--- src/rtl/pps_pkg.sv ---
// Shared types and constants for the preemptive priority scheduler.
package pps_pkg;

    localparam int MAX_PROCS_DEF = 16;
    localparam int ARR_W         = 16;
    localparam int BUR_W         = 16;
    localparam int PRI_W         = 8;
    localparam int CLK_W         = 24;
    localparam int PID_W         = 5;

    localparam logic OP_LOAD = 1'b0;
    localparam logic OP_TICK = 1'b1;

    typedef struct packed {
        logic [ARR_W-1:0] arrive;
        logic [BUR_W-1:0] burst;
        logic [BUR_W-1:0] remain;
        logic [PRI_W-1:0] prio;
    } t_rec;

    // comparator verdict on the entry just read
    typedef struct packed {
        logic take;
    } t_cmp;

    typedef enum logic [2:0] {
        ST_IDLE,
        ST_SCAN,
        ST_LAST,
        ST_UPD,
        ST_RES
    } t_state;

endpackage

--- src/rtl/pps_table.sv ---
// Process table: record memory with one write and one registered read port, plus done flags.
module pps_table #(
    parameter int MAX_PROCS = pps_pkg::MAX_PROCS_DEF,
    localparam int IW = $clog2(MAX_PROCS)
) (
    input  logic          i_clk,
    input  logic          i_rst_n,
    input  logic          i_wr_en,
    input  logic [IW-1:0] i_wr_addr,
    input  pps_pkg::t_rec i_wr_rec,
    input  logic          i_done_set,
    input  logic          i_done_clr,
    input  logic [IW-1:0] i_rd_addr,
    output pps_pkg::t_rec o_rd_rec,
    output logic          o_rd_done
);

    pps_pkg::t_rec        mem [MAX_PROCS];
    logic [MAX_PROCS-1:0] r_done;
    pps_pkg::t_rec        r_rd_rec;
    logic                 r_rd_done;

    always_ff @(posedge i_clk) begin
        if (i_wr_en) begin
            mem[i_wr_addr] <= i_wr_rec;
        end
        r_rd_rec <= mem[i_rd_addr];
    end

    always_ff @(posedge i_clk) begin
        if (!i_rst_n) begin
            r_done    <= '0;
            r_rd_done <= 1'b0;
        end else begin
            if (i_done_set) begin
                r_done[i_wr_addr] <= 1'b1;
            end else if (i_done_clr) begin
                r_done[i_wr_addr] <= 1'b0;
            end
            r_rd_done <= r_done[i_rd_addr];
        end
    end

    assign o_rd_rec  = r_rd_rec;
    assign o_rd_done = r_rd_done;

endmodule

--- src/rtl/pps_cmp.sv ---
// Shared compare unit: eligibility and priority ordering against the best entry so far.
module pps_cmp (
    input  pps_pkg::t_rec                 i_rec,
    input  logic                          i_done,
    input  logic [pps_pkg::CLK_W-1:0]     i_now,
    input  pps_pkg::t_rec                 i_best,
    input  logic                          i_found,
    output pps_pkg::t_cmp                 o_cmp
);

    logic arrived;
    logic better;

    assign arrived = (pps_pkg::CLK_W'(i_rec.arrive) <= i_now);
    // scan runs in id order, so a full tie keeps the earlier id
    assign better  = !i_found
                   || (i_rec.prio < i_best.prio)
                   || ((i_rec.prio == i_best.prio) && (i_rec.arrive < i_best.arrive));

    assign o_cmp.take = arrived && !i_done && better;

endmodule

--- src/rtl/preemptive_priority_scheduler_top.sv ---
// Preemptive priority scheduler: sequencer, table and compare unit.
// A load item is written into the table when accepted; busy stays low and no result follows.
// A tick item keeps busy high while the sequencer steps through its states (update and result only when empty):
// a scan state over each loaded entry through the single read port, a last compare, update and result.
// o_valid is registered from the result state; receiver cannot stall.
// Synchronous active-low reset clears the counts, clock, done flags and control state.
module preemptive_priority_scheduler_top #(
    parameter int MAX_PROCS = pps_pkg::MAX_PROCS_DEF,
    localparam int IW = $clog2(MAX_PROCS),
    localparam int CW = $clog2(MAX_PROCS + 1)
) (
    input  logic                          i_clk,
    input  logic                          i_rst_n,
    input  logic                          start,
    output logic                          busy,
    input  logic                          i_op,
    input  logic [pps_pkg::ARR_W-1:0]     i_arrival,
    input  logic [pps_pkg::BUR_W-1:0]     i_burst,
    input  logic [pps_pkg::PRI_W-1:0]     i_prio,
    output logic                          o_valid,
    output logic                          o_idle,
    output logic [pps_pkg::PID_W-1:0]     o_proc_id,
    output logic [pps_pkg::CLK_W-1:0]     o_tick_start,
    output logic                          o_finished,
    output logic [pps_pkg::CLK_W-1:0]     o_turnaround,
    output logic [pps_pkg::CLK_W-1:0]     o_waiting,
    output logic                          o_all_done
);

    pps_pkg::t_state r_state, n_state;

    logic [CW-1:0]             r_loaded;
    logic [CW-1:0]             r_fin_cnt;
    logic [pps_pkg::CLK_W-1:0] r_clock;
    logic [pps_pkg::CLK_W-1:0] r_start;
    logic [IW-1:0]             r_idx;
    logic                      r_rv;
    logic [IW-1:0]             r_rv_idx;
    logic                      r_found;
    logic [IW-1:0]             r_best_idx;
    pps_pkg::t_rec             r_best;
    logic                      r_finish;
    logic [pps_pkg::CLK_W-1:0] r_tat;

    logic                      r_valid;
    logic                      r_idle;
    logic [pps_pkg::PID_W-1:0] r_pid;
    logic [pps_pkg::CLK_W-1:0] r_tick_start;
    logic                      r_fin_o;
    logic [pps_pkg::CLK_W-1:0] r_tat_o;
    logic [pps_pkg::CLK_W-1:0] r_wait_o;
    logic                      r_all_done;

    logic          accept;
    logic          do_load;
    logic          scan_last;
    logic          wr_en;
    logic [IW-1:0] wr_addr;
    pps_pkg::t_rec wr_rec;
    logic          done_set;
    logic          done_clr;
    logic [IW-1:0] rd_addr;
    pps_pkg::t_rec rd_rec;
    logic          rd_done;
    pps_pkg::t_cmp cmp;
    logic          ends_now;
    logic [pps_pkg::BUR_W-1:0] dec_remain;

    assign busy      = (r_state != pps_pkg::ST_IDLE);
    assign accept    = start && !busy;
    assign do_load   = accept && (i_op == pps_pkg::OP_LOAD) && (r_loaded < CW'(MAX_PROCS));
    assign scan_last = (CW'(r_idx) == (r_loaded - CW'(1)));
    assign ends_now  = (r_best.remain <= pps_pkg::BUR_W'(1));
    assign dec_remain = ends_now ? '0 : (r_best.remain - pps_pkg::BUR_W'(1));

    pps_table #(
        .MAX_PROCS (MAX_PROCS)
    ) u_table (
        .i_clk      (i_clk),
        .i_rst_n    (i_rst_n),
        .i_wr_en    (wr_en),
        .i_wr_addr  (wr_addr),
        .i_wr_rec   (wr_rec),
        .i_done_set (done_set),
        .i_done_clr (done_clr),
        .i_rd_addr  (rd_addr),
        .o_rd_rec   (rd_rec),
        .o_rd_done  (rd_done)
    );

    pps_cmp u_cmp (
        .i_rec   (rd_rec),
        .i_done  (rd_done),
        .i_now   (r_start),
        .i_best  (r_best),
        .i_found (r_found),
        .o_cmp   (cmp)
    );

    // next state
    always_comb begin
        n_state = r_state;
        unique case (r_state)
            pps_pkg::ST_IDLE: begin
                if (accept && (i_op == pps_pkg::OP_TICK)) begin
                    n_state = (r_loaded == '0) ? pps_pkg::ST_UPD : pps_pkg::ST_SCAN;
                end
            end
            pps_pkg::ST_SCAN: begin
                if (scan_last) begin
                    n_state = pps_pkg::ST_LAST;
                end
            end
            pps_pkg::ST_LAST: n_state = pps_pkg::ST_UPD;
            pps_pkg::ST_UPD:  n_state = pps_pkg::ST_RES;
            pps_pkg::ST_RES:  n_state = pps_pkg::ST_IDLE;
            default:          n_state = pps_pkg::ST_IDLE;
        endcase
    end

    // table control
    always_comb begin
        wr_en    = 1'b0;
        wr_addr  = r_best_idx;
        wr_rec   = r_best;
        done_set = 1'b0;
        done_clr = 1'b0;
        rd_addr  = r_idx;
        unique case (r_state)
            pps_pkg::ST_IDLE: begin
                wr_en    = do_load;
                done_clr = do_load;
                wr_addr  = r_loaded[IW-1:0];
                wr_rec   = '{arrive: i_arrival, burst: i_burst, remain: i_burst, prio: i_prio};
            end
            pps_pkg::ST_UPD: begin
                wr_en         = r_found;
                done_set      = r_found && ends_now;
                wr_rec.remain = dec_remain;
            end
            pps_pkg::ST_SCAN, pps_pkg::ST_LAST, pps_pkg::ST_RES: begin
                wr_en = 1'b0;
            end
            default: wr_en = 1'b0;
        endcase
    end

    always_ff @(posedge i_clk) begin
        if (!i_rst_n) begin
            r_state   <= pps_pkg::ST_IDLE;
            r_loaded  <= '0;
            r_fin_cnt <= '0;
            r_clock   <= '0;
            r_rv      <= 1'b0;
            r_found   <= 1'b0;
            r_finish  <= 1'b0;
            r_valid   <= 1'b0;
        end else begin
            r_state <= n_state;
            r_valid <= 1'b0;
            r_rv    <= (r_state == pps_pkg::ST_SCAN);
            if (do_load) begin
                r_loaded <= r_loaded + CW'(1);
            end
            if (accept && (i_op == pps_pkg::OP_TICK)) begin
                r_found <= 1'b0;
            end else if (r_rv && cmp.take) begin
                r_found <= 1'b1;
            end
            if (r_state == pps_pkg::ST_UPD) begin
                r_clock  <= r_start + pps_pkg::CLK_W'(1);
                r_finish <= r_found && ends_now;
                if (r_found && ends_now) begin
                    r_fin_cnt <= r_fin_cnt + CW'(1);
                end
            end
            if (r_state == pps_pkg::ST_RES) begin
                r_valid <= 1'b1;
            end
        end
    end

    // datapath registers
    always_ff @(posedge i_clk) begin
        if (accept && (i_op == pps_pkg::OP_TICK)) begin
            r_idx   <= '0;
            r_start <= r_clock;
        end else if ((r_state == pps_pkg::ST_SCAN) && !scan_last) begin
            r_idx <= r_idx + IW'(1);
        end
        r_rv_idx <= r_idx;
        if (r_rv && cmp.take) begin
            r_best_idx <= r_rv_idx;
            r_best     <= rd_rec;
        end
        if (r_state == pps_pkg::ST_UPD) begin
            // completion is start + 1, modulo the clock width
            r_tat <= r_start + pps_pkg::CLK_W'(1) - pps_pkg::CLK_W'(r_best.arrive);
        end
        if (r_state == pps_pkg::ST_RES) begin
            r_idle       <= !r_found;
            r_pid        <= r_found ? pps_pkg::PID_W'({1'b0, r_best_idx} + (IW+1)'(1)) : '0;
            r_tick_start <= r_start;
            r_fin_o      <= r_finish;
            r_tat_o      <= r_finish ? r_tat : '0;
            r_wait_o     <= (r_finish && (r_tat >= pps_pkg::CLK_W'(r_best.burst)))
                            ? (r_tat - pps_pkg::CLK_W'(r_best.burst)) : '0;
            r_all_done   <= (r_fin_cnt == r_loaded);
        end
    end

    assign o_valid      = r_valid;
    assign o_idle       = r_idle;
    assign o_proc_id    = r_pid;
    assign o_tick_start = r_tick_start;
    assign o_finished   = r_fin_o;
    assign o_turnaround = r_tat_o;
    assign o_waiting    = r_wait_o;
    assign o_all_done   = r_all_done;

    a_valid_after_res: assert property (@(posedge i_clk) disable iff (!i_rst_n)
        o_valid |-> $past(r_state == pps_pkg::ST_RES))
        else $error("result strobe without result cycle");

    a_idle_clean: assert property (@(posedge i_clk) disable iff (!i_rst_n)
        (o_valid && o_idle) |-> ((o_proc_id == '0) && !o_finished))
        else $error("idle result carries a process");

    a_fin_le_loaded: assert property (@(posedge i_clk) disable iff (!i_rst_n)
        r_fin_cnt <= r_loaded)
        else $error("more finished than loaded");

    a_wait_le_tat: assert property (@(posedge i_clk) disable iff (!i_rst_n)
        (o_valid && o_finished) |-> (o_waiting <= o_turnaround))
        else $error("waiting exceeds turnaround");

endmodule
--- config.mk ---
export PLATFORM = sky130hd
export DESIGN_NAME = preemptive_priority_scheduler_top
export DESIGN_NICKNAME = d
export VERILOG_FILES = /design/src/rtl/pps_pkg.sv /design/src/rtl/pps_table.sv /design/src/rtl/pps_cmp.sv /design/src/rtl/preemptive_priority_scheduler_top.sv
export SDC_FILE = /design/constraint.sdc
export NUM_CORES = 1
export LEC_CHECK = 0
export BUFFER_PORTS_ARGS = -buffer_cell sky130_fd_sc_hd__buf_2
export CAP_MARGIN = 20
export CORE_MARGIN = 10
export CORE_UTILIZATION = 65
export DETAILED_ROUTE_END_ITERATION = 16
export PLACE_DENSITY = 0.87
export SYNTH_ARGS = -nofsm -noshare
export SYNTH_HDL_FRONTEND = slang
export SYNTH_SLANG_ARGS = --single-unit
--- constraint.sdc ---
create_clock -name i_clk -period 12.35 [get_ports i_clk]
set_input_delay 3.0875 -clock i_clk [delete_from_list [all_inputs] [get_ports i_clk]]
set_output_delay 3.0875 -clock i_clk [all_outputs]
set_load 0.01 [all_outputs]
==> reports/summary.json, run 1 <==
{
  "outcome": {
    "status": "complete, no violations"
  },
  "sta": {
    "tightest_slew_ps": 1253,
    "setup-violations-final": 0,
    "setup_total_negative_slack_ps": 0,
    "slew_headroom": 0.1645,
    "finClkSkew_ps": 21.57,
    "grt_setup_unrepaired": "no",
    "hold_viol": 0,
    "fmax_mhz": 171.8,
    "period_minus_slack_ps": 5820,
    "slew_viol_final": 0,
    "final.period_utilization": 0.4712,
    "timing.final.ws_setup_ps": 6530
  },
  "drt": {
    "routed_wire_length_per_instance_um": 33.05,
    "drt_pass1_iterations": 7,
    "detailedRoute.firstIterationViolations": 4295,
    "postRouteWirelength_mm": 127.8,
    "route.detailed.drc": 0,
    "vias_per_cell": 7.080,
    "num_vias": 27380,
    "detail-route-antenna-nets": 0
  },
  "clocking": {
    "cts.root.buffer_cell": "sky130_fd_sc_hd__clkbuf_16",
    "cts_inserted_buffers": 111,
    "clk_latency_ps": 690,
    "clock_tree.buffer_depth": 3,
    "cts_sinks": 1206,
    "cts_max_level": 3,
    "cts_setup_buffers": 0,
    "holdBufCountCts": 0,
    "tritoncts": "yes",
    "clk_transition_reported_paths_ps": 70,
    "post_cts.resized_instances": 0
  },
  "placement": {
    "globalplace.congestion": 0.9266,
    "port_buffers": 125,
    "place_worst_setup_slack_ps": 5941,
    "detailed_place_hpwl_mm": 66.96
  },
  "power_and_ir_drop": {
    "power_density_mw_per_mm2": 234.9,
    "power_leakage_nw": 17.91,
    "ir_drop_v": 0.0001561,
    "switching_power_mw": 3.864,
    "p_int_mw": 8.865,
    "fin_total_pwr_mw": 12.73,
    "combPwrFrac": 0.256,
    "clock_power_share": 0.296,
    "pwr-share-seq": 0.448,
    "fraction_of_power_spent_switching_nets": 0.3035
  },
  "worst_setup_path": {
    "setup.worst_path.class": "in -> reg",
    "cp.arrival_ps": 6130,
    "worst_r2r_startpoint": "r_best[8]",
    "worst_path_maximum_fanout": 31,
    "category_of_the_worst_setup_path_launch_point": "input pin",
    "crit_path_end_kind": "register",
    "worst_r2r_path_depth": 9,
    "timing.critical_path.required_ps": 12660,
    "cp-startpoint": "i_op"
  },
  "logic_synthesis": {
    "synth-warning-count": 0,
    "synth_async_sr_flop_share": 0,
    "synth_sequential_area_ratio": 0.7283,
    "post-synth-top-area-cell": "sky130_fd_sc_hd__edfxtp_1",
    "dominant_synthesized_flop_cell": "sky130_fd_sc_hd__edfxtp_1",
    "synth_enable_flop_cells": 1084,
    "synth_cell_types": 82,
    "synth.ff_latch_count": 1206,
    "synth.area.top_cells": "sky130_fd_sc_hd__edfxtp_1 68%, sky130_fd_sc_hd__mux4_2 13%, sky130_fd_sc_hd__dfxtp_1 5.1%",
    "synth_cells": 2603,
    "synthesis.nets": 2728,
    "synthDominantCellAreaShare": 0.6774,
    "avgSynthCellArea_um2": 18.46,
    "netlist_area_mm2": 0.04805
  },
  "floorplanning": {
    "fp.dieH_um": 291.9,
    "initial_utilization": 0.6575,
    "io_pins": 126,
    "design.die.area_mm2": 0.08520,
    "fp-row-count": 99,
    "core_region_area_mm2": 0.07308,
    "die_w_um": 291.9
  },
  "final_layout": {
    "area.growth.synth_to_final_pct": 12.79,
    "mostFrequentLayoutCell": "sky130_fd_sc_hd__edfxtp_1",
    "postLayoutCoreUtil": 0.7416,
    "antenna_fix_cells": 0,
    "leading_cell_types_in_the_layout_fill_and_taps_excluded": "1084 x sky130_fd_sc_hd__edfxtp_1, 285 x sky130_fd_sc_hd__mux4_2, 135 x sky130_fd_sc_hd__nor2_1",
    "finish.net_count": 2935,
    "final_layout_size_suffix_gt1_frac": 0.2521
  },
  "grt": {
    "global_route_usage_over_all_layers": 0.2997,
    "vias_in_the_first_global_route": 27870,
    "first_pass_grt_wire_length_mm": 188.0,
    "antenna_found_initial": 4,
    "global_route.overflow_total": 0,
    "grt_max_degree": 75
  },
  "hold_path": {
    "min-delay-path-class": "reg -> reg",
    "min_from": "u_table.o_rd_rec[31]",
    "hold_depth": 0
  },
  "run": {
    "drv.max_cap_violation_count": 0
  }
}
[Yosys cell counts (41+ instances only)]
cell	instances
sky130_fd_sc_hd__inv_1	81
sky130_fd_sc_hd__nand2_1	115
sky130_fd_sc_hd__nor3_1	41
sky130_fd_sc_hd__dfxtp_1	122
sky130_fd_sc_hd__xnor2_1	59
sky130_fd_sc_hd__a21oi_1	63
sky130_fd_sc_hd__nor2_1	150
sky130_fd_sc_hd__edfxtp_1	1084
sky130_fd_sc_hd__mux4_2	285
sky130_fd_sc_hd__ha_1	79
sky130_fd_sc_hd__clkbuf_1	76
sky130_fd_sc_hd__o21ai_0	96
[routing by layer]
| layer | up-vias | wire (um) | GRT usage |
|---|---|---|---|
| met4 | 6 | 6327 | 0.1569 |
| met5 | - | 42 | 0 |
| met2 | 2295 | 64940 | 0.4949 |
| li1 | 10810 | - | - |
| met3 | 422 | 13580 | 0.06708 |
| met1 | 13840 | 42900 | 0.3713 |
[layout make-up]
class / count / area, um2
sequential: 1206 / 35010
fill: 3794 / 18890
multi-input combinational: 1205 / 12440
clock buffer: 140 / 3090
timing repair buffer: 203 / 1216
tap: 959 / 1200
clock inverter: 71 / 928.4
inverter: 83 / 311.5
[registers in the layout (all words and copies together), names as in the netlist, 3 cells and up, named ones only]
register / cells
o_proc_id: 5
o_tick_start: 24
o_turnaround: 24
o_waiting: 24
r_best: 56
r_best_idx: 4
r_clock: 24
r_fin_cnt: 5
r_idx: 4
r_loaded: 5
r_rv_idx: 4
r_start: 24
r_state: 3
r_tat: 24
u_table.mem: 896
u_table.o_rd_rec: 56
[logic make-up after synthesis]
kind of cell / count (synthesis) / synth area share
AO/OA/AOI/OAI: 274 / 0.03547
XOR/XNOR: 81 / 0.01476
buffers and inverters: 192 / 0.01573
flip-flops: 1206 / 0.7283
AND/OR/NAND/NOR: 474 / 0.04862
adder cells (fa/ha/maj): 81 / 0.02140
multiplexers: 295 / 0.1358
[power by group through the flow]
| stage | logic (mW) | registers (mW) | clock network (mW) |
|---|---|---|---|
| 2_1_floorplan | 2.10 | 5.60 | 0 |
| 3_3_place_gp | 2.78 | 5.72 | 0 |
| 3_5_place_dp | 3.00 | 5.76 | 0 |
| 4_1_cts | 3.15 | 5.70 | 3.78 |
| 5_1_grt | 3.43 | 5.72 | 3.93 |
| 6_report | 3.26 | 5.70 | 3.77 |
[path summary, 6_finish.rpt]
check        slack (ps)             endpoint
max                6530   u_table.mem[0][28]
max reg2reg        7730  u_table.mem[12][19]
min                 400           r_best[31]
min reg2reg         400           r_best[31]
[worst max-delay path: stages]
cell	delay (ps)
sky130_fd_sc_hd__buf_2	120
sky130_fd_sc_hd__nor4b_4	640
sky130_fd_sc_hd__nand2b_1	330
sky130_fd_sc_hd__nand2_1	320
sky130_fd_sc_hd__nor2_4	960
sky130_fd_sc_hd__buf_4	640
[stage by stage]
stage	cell area, um2	std cells	hold slack (ps)
after floorplan	48050	2603	329.0
after CTS	54090	3855	403.7
after global placement	50050	3640	386.4
after global routing	54200	3867	409.7
final	54200	3867	404.8
after detailed placement	50070	3644	388.7
Power figures use the tool's default switching activity.
==> inputs of run 2 (changes only) <==
--- a/config.mk
+++ b/config.mk
@@ -8,9 +8,9 @@
 export BUFFER_PORTS_ARGS = -buffer_cell sky130_fd_sc_hd__buf_2
 export CAP_MARGIN = 20
 export CORE_MARGIN = 10
-export CORE_UTILIZATION = 65
+export CORE_UTILIZATION = 56
 export DETAILED_ROUTE_END_ITERATION = 16
-export PLACE_DENSITY = 0.87
+export PLACE_DENSITY = 0.8
 export SYNTH_ARGS = -nofsm -noshare
 export SYNTH_HDL_FRONTEND = slang
 export SYNTH_SLANG_ARGS = --single-unit
==> constraint.sdc (replaced) <==
create_clock -name i_clk -period 5.1 [get_ports i_clk]
set_input_delay 1.275 -clock i_clk [delete_from_list [all_inputs] [get_ports i_clk]]
set_output_delay 1.275 -clock i_clk [all_outputs]
set_load 0.01 [all_outputs]
==> run 2 against run 1 <==
Compared with the run above:
- largest cell class unchanged
- die area increased by 15%
- sequential share of layout area about the same
- final cell count rose by 5.2%
- clock power rose by 110%
- first-iteration DRC count is 16% lower
- clock skew rose by 19 ps
- global-route usage is 5.6 points lower
- clock-buffer cell count rose by 13
==> reports/summary.json, run 2 (synthesis results as in run 1) <==
{
  "sta": {
    "setup_total_negative_slack": {"value": 0, "unit": "ps", "change": "unchanged"},
    "period_minus_slack_ps": 3866,
    "tightest_slew": {"value": 1173, "unit": "ps", "change": "-80.19 ps"},
    "finClkSkew": {"value": 40.42, "unit": "ps", "change": "+18.86 ps"},
    "setup-violations-final": {"value": 0, "change": "unchanged"},
    "fmax_mhz": 258.7,
    "final.period_utilization": 0.7579,
    "grt_setup_unrepaired": "no",
    "slew_viol_final": {"value": 0, "change": "unchanged"},
    "slew_headroom": {"value": 0.2127, "change": "+0.04821"},
    "hold_viol": {"value": 0, "change": "unchanged"}
  },
  "final_layout": {
    "top_register": "u_table.mem",
    "area.growth.synth_to_final": {"value": 12.80, "unit": "%", "change": "about the same"},
    "leading_cell_types_in_the_layout_fill_and_taps_excluded": "1084 x sky130_fd_sc_hd__edfxtp_1, 285 x sky130_fd_sc_hd__mux4_2, 135 x sky130_fd_sc_hd__nor2_1",
    "mostFrequentLayoutCell": "sky130_fd_sc_hd__edfxtp_1",
    "largest_reg_flops": {"value": 896, "change": "unchanged"},
    "final_layout_size_suffix_gt1_frac": {"value": 0.2459, "change": "-0.006167"},
    "finish.net_count": {"value": 2949, "change": "+0.48%"}
  },
  "hold_path": {
    "min-delay-path-class": "reg -> reg",
    "min_from": "u_table.o_rd_rec[19]"
  },
  "power_and_ir_drop": {
    "power_leakage": {"value": 17.77, "unit": "nW", "change": "-0.83%"},
    "clock_power_share": {"value": 0.269, "change": "-0.027"},
    "p_int": {"value": 20.61, "unit": "mW", "change": "+130%"},
    "ir_drop": {"value": 0.0003621, "unit": "V", "change": "+130%"},
    "pwr-share-seq": {"value": 0.456, "change": "+0.008"},
    "fraction_of_power_spent_switching_nets": {"value": 0.3127, "change": "+0.009159"},
    "power_density": {"value": 553.3, "unit": "mW/mm2", "change": "+140%"},
    "combPwrFrac": {"value": 0.275, "change": "+0.019"},
    "fin_total_pwr": {"value": 29.99, "unit": "mW", "change": "+140%"},
    "switching_power": {"value": 9.378, "unit": "mW", "change": "+140%"}
  },
  "clocking": {
    "post_cts.resized_instances": {"value": 0, "change": "unchanged"},
    "clk_transition_reported_paths": {"value": 70, "unit": "ps", "change": "about the same"},
    "cts_max_level": {"value": 3, "change": "unchanged"},
    "cts_inserted_buffers": {"value": 114, "change": "+2.7%"},
    "cts.root.buffer_cell": "sky130_fd_sc_hd__clkbuf_16",
    "cts_setup_buffers": {"value": 0, "change": "unchanged"},
    "holdBufCountCts": {"value": 0, "change": "unchanged"},
    "clock_tree.buffer_depth": {"value": 3, "change": "unchanged"},
    "tritoncts": "yes",
    "cts_sinks": {"value": 1206, "change": "unchanged"},
    "clk_latency": {"value": 700, "unit": "ps", "change": "about the same"}
  },
  "drt": {
    "vias_per_cell": {"value": 6.452, "change": "-8.9%"},
    "route.detailed.drc": {"value": 0, "change": "unchanged"},
    "drt_pass1_iterations": {"value": 5, "change": "-2"},
    "postRouteWirelength": {"value": 120.2, "unit": "mm", "change": "-6.0%"},
    "routed_wire_length_per_instance": {"value": 29.54, "unit": "um", "change": "-11%"},
    "num_vias": {"value": 26260, "change": "-4.1%"},
    "detailedRoute.firstIterationViolations": {"value": 3605, "change": "-16%"},
    "detail-route-antenna-nets": {"value": 0, "change": "unchanged"}
  },
  "run": {
    "drv.max_cap_violation_count": {"value": 0, "change": "unchanged"}
  },
  "worst_setup_path": {
    "cp_max_delay_cell": "sky130_fd_sc_hd__o31ai_1",
    "cp-startpoint": "r_start[2]",
    "worst_r2r_startpoint": "r_start[2]",
    "critical_path_cell_by_cell": "nand3_1 > nand2b_1 > nor3_1 > and3_1 > xnor2_1 > ha_1 > and3_1 > nand3_1 > o31ai_1 > mux2i_1 > o22ai_1 > xor2_1",
    "cp.arrival": {"value": 4280, "unit": "ps", "change": "-1850 ps"},
    "max_stage_delay": {"value": 660, "unit": "ps", "change": "-300 ps"},
    "worst_path_maximum_fanout": {"value": 7, "change": "-77%"},
    "category_of_the_worst_setup_path_launch_point": "register",
    "crit_path_end_kind": "register",
    "setup.worst_path.class": "reg -> reg",
    "reg2reg_slack": {"value": 1230, "unit": "ps", "change": "-6500 ps"},
    "timing.critical_path.required": {"value": 5510, "unit": "ps", "change": "-7150 ps"}
  },
  "placement": {
    "globalplace.congestion": {"value": 0.9026, "change": "-2.6%"},
    "detailed_place_hpwl": {"value": 72.81, "unit": "mm", "change": "+8.7%"},
    "port_buffers": {"value": 125, "change": "unchanged"}
  },
  "grt": {
    "global_route.overflow_total": {"value": 0, "change": "unchanged"},
    "global_route_usage_over_all_layers": {"value": 0.2438, "change": "-0.05584"},
    "first_pass_grt_wire_length": {"value": 178.2, "unit": "mm", "change": "-5.2%"},
    "vias_in_the_first_global_route": {"value": 26250, "change": "-5.8%"},
    "antenna_found_initial": {"value": 0, "change": "-4"},
    "grt_max_degree": {"value": 113, "change": "+51%"}
  },
  "floorplanning": {
    "initial_utilization": {"value": 0.5643, "change": "-0.09316"},
    "design.die.area": {"value": 0.09792, "unit": "mm2", "change": "+15%"},
    "die_w": {"value": 312.9, "unit": "um", "change": "+7.2%"},
    "fp-row-count": {"value": 107, "change": "+8.1%"},
    "fp.dieH": {"value": 312.9, "unit": "um", "change": "+7.2%"},
    "core_region_area": {"value": 0.08515, "unit": "mm2", "change": "+17%"},
    "io_pins": {"value": 126, "change": "unchanged"}
  },
  "outcome": {
    "status": "complete, no violations"
  }
}
## run 2: cell types whose count changed in the layout (fill, tap and decap cells not counted), sizes merged
cell,delta
bufinv,-18
clkbuf,+13
clkinv,+12
buf,+11
inv,-2
diode,+1
## run 2: worst max-delay path: cells and delay by family (launching register included)
| kind | cells | cell delay [ps] |
|---|---|---|
| flops | 1 | 480 |
| mux | 1 | 260 |
| xor+xnor | 2 | 280 |
| simple gates | 6 | 1460 |
| fa+ha+maj | 1 | 370 |
| compound gates | 2 | 770 |
## run 2: final timing paths
| kind | endpoint | cells after the start |
|---|---|---|
| setup reg to reg | r_tat[18] | 12 |
| setup / recovery | r_tat[18] | 12 |
| hold / removal | r_best[19] | 0 |
| hold reg to reg | r_best[19] | 0 |
## run 2: per-layer routing
layer / wire length (um) / vias up / global-route usage
li1: - / 10820 / -
met1: 44190 / 13400 / 0.3237
met2: 59330 / 1756 / 0.3987
met3: 12050 / 280 / 0.05048
met4: 4609 / 0 / 0.08910
met5: 0 / - / 0
## run 2: final cells by class
type                            instances  area (um2)
Multi-Input combinational cell       1205       12450
Clock inverter                         63       484.2
Timing Repair Buffer                  214        1426
Antenna cell                            1       2.502
Clock buffer                          153        3088
Fill cell                            5575       30950
Inverter                               83       311.5
Sequential cell                      1206       35010
Tap cell                             1144        1431
## run 2: power by group through the flow
stage	Combinational (mW)	Clock (mW)	Sequential, mW
floorplan	5.08	0	13.6
global placement	7.59	0	13.8
detailed placement	7.90	0	13.8
CTS	8.08	8.14	13.7
global route	8.75	8.52	13.7
finish	8.26	8.07	13.7
## run 2: through the flow
step	util	setup WS [ps]	hold slack [ps]	instances	instance area (um2)
floorplan	-	19.07	329.0	2603	48060
global placement	0.5928	1277	386.9	3835	50480
detailed placement	0.5929	1217	388.7	3836	50480
CTS	0.6349	1278	404.0	4052	54060
global route	0.6365	1019	407.1	4068	54200
finish	0.6365	1234	405.0	4069	54200
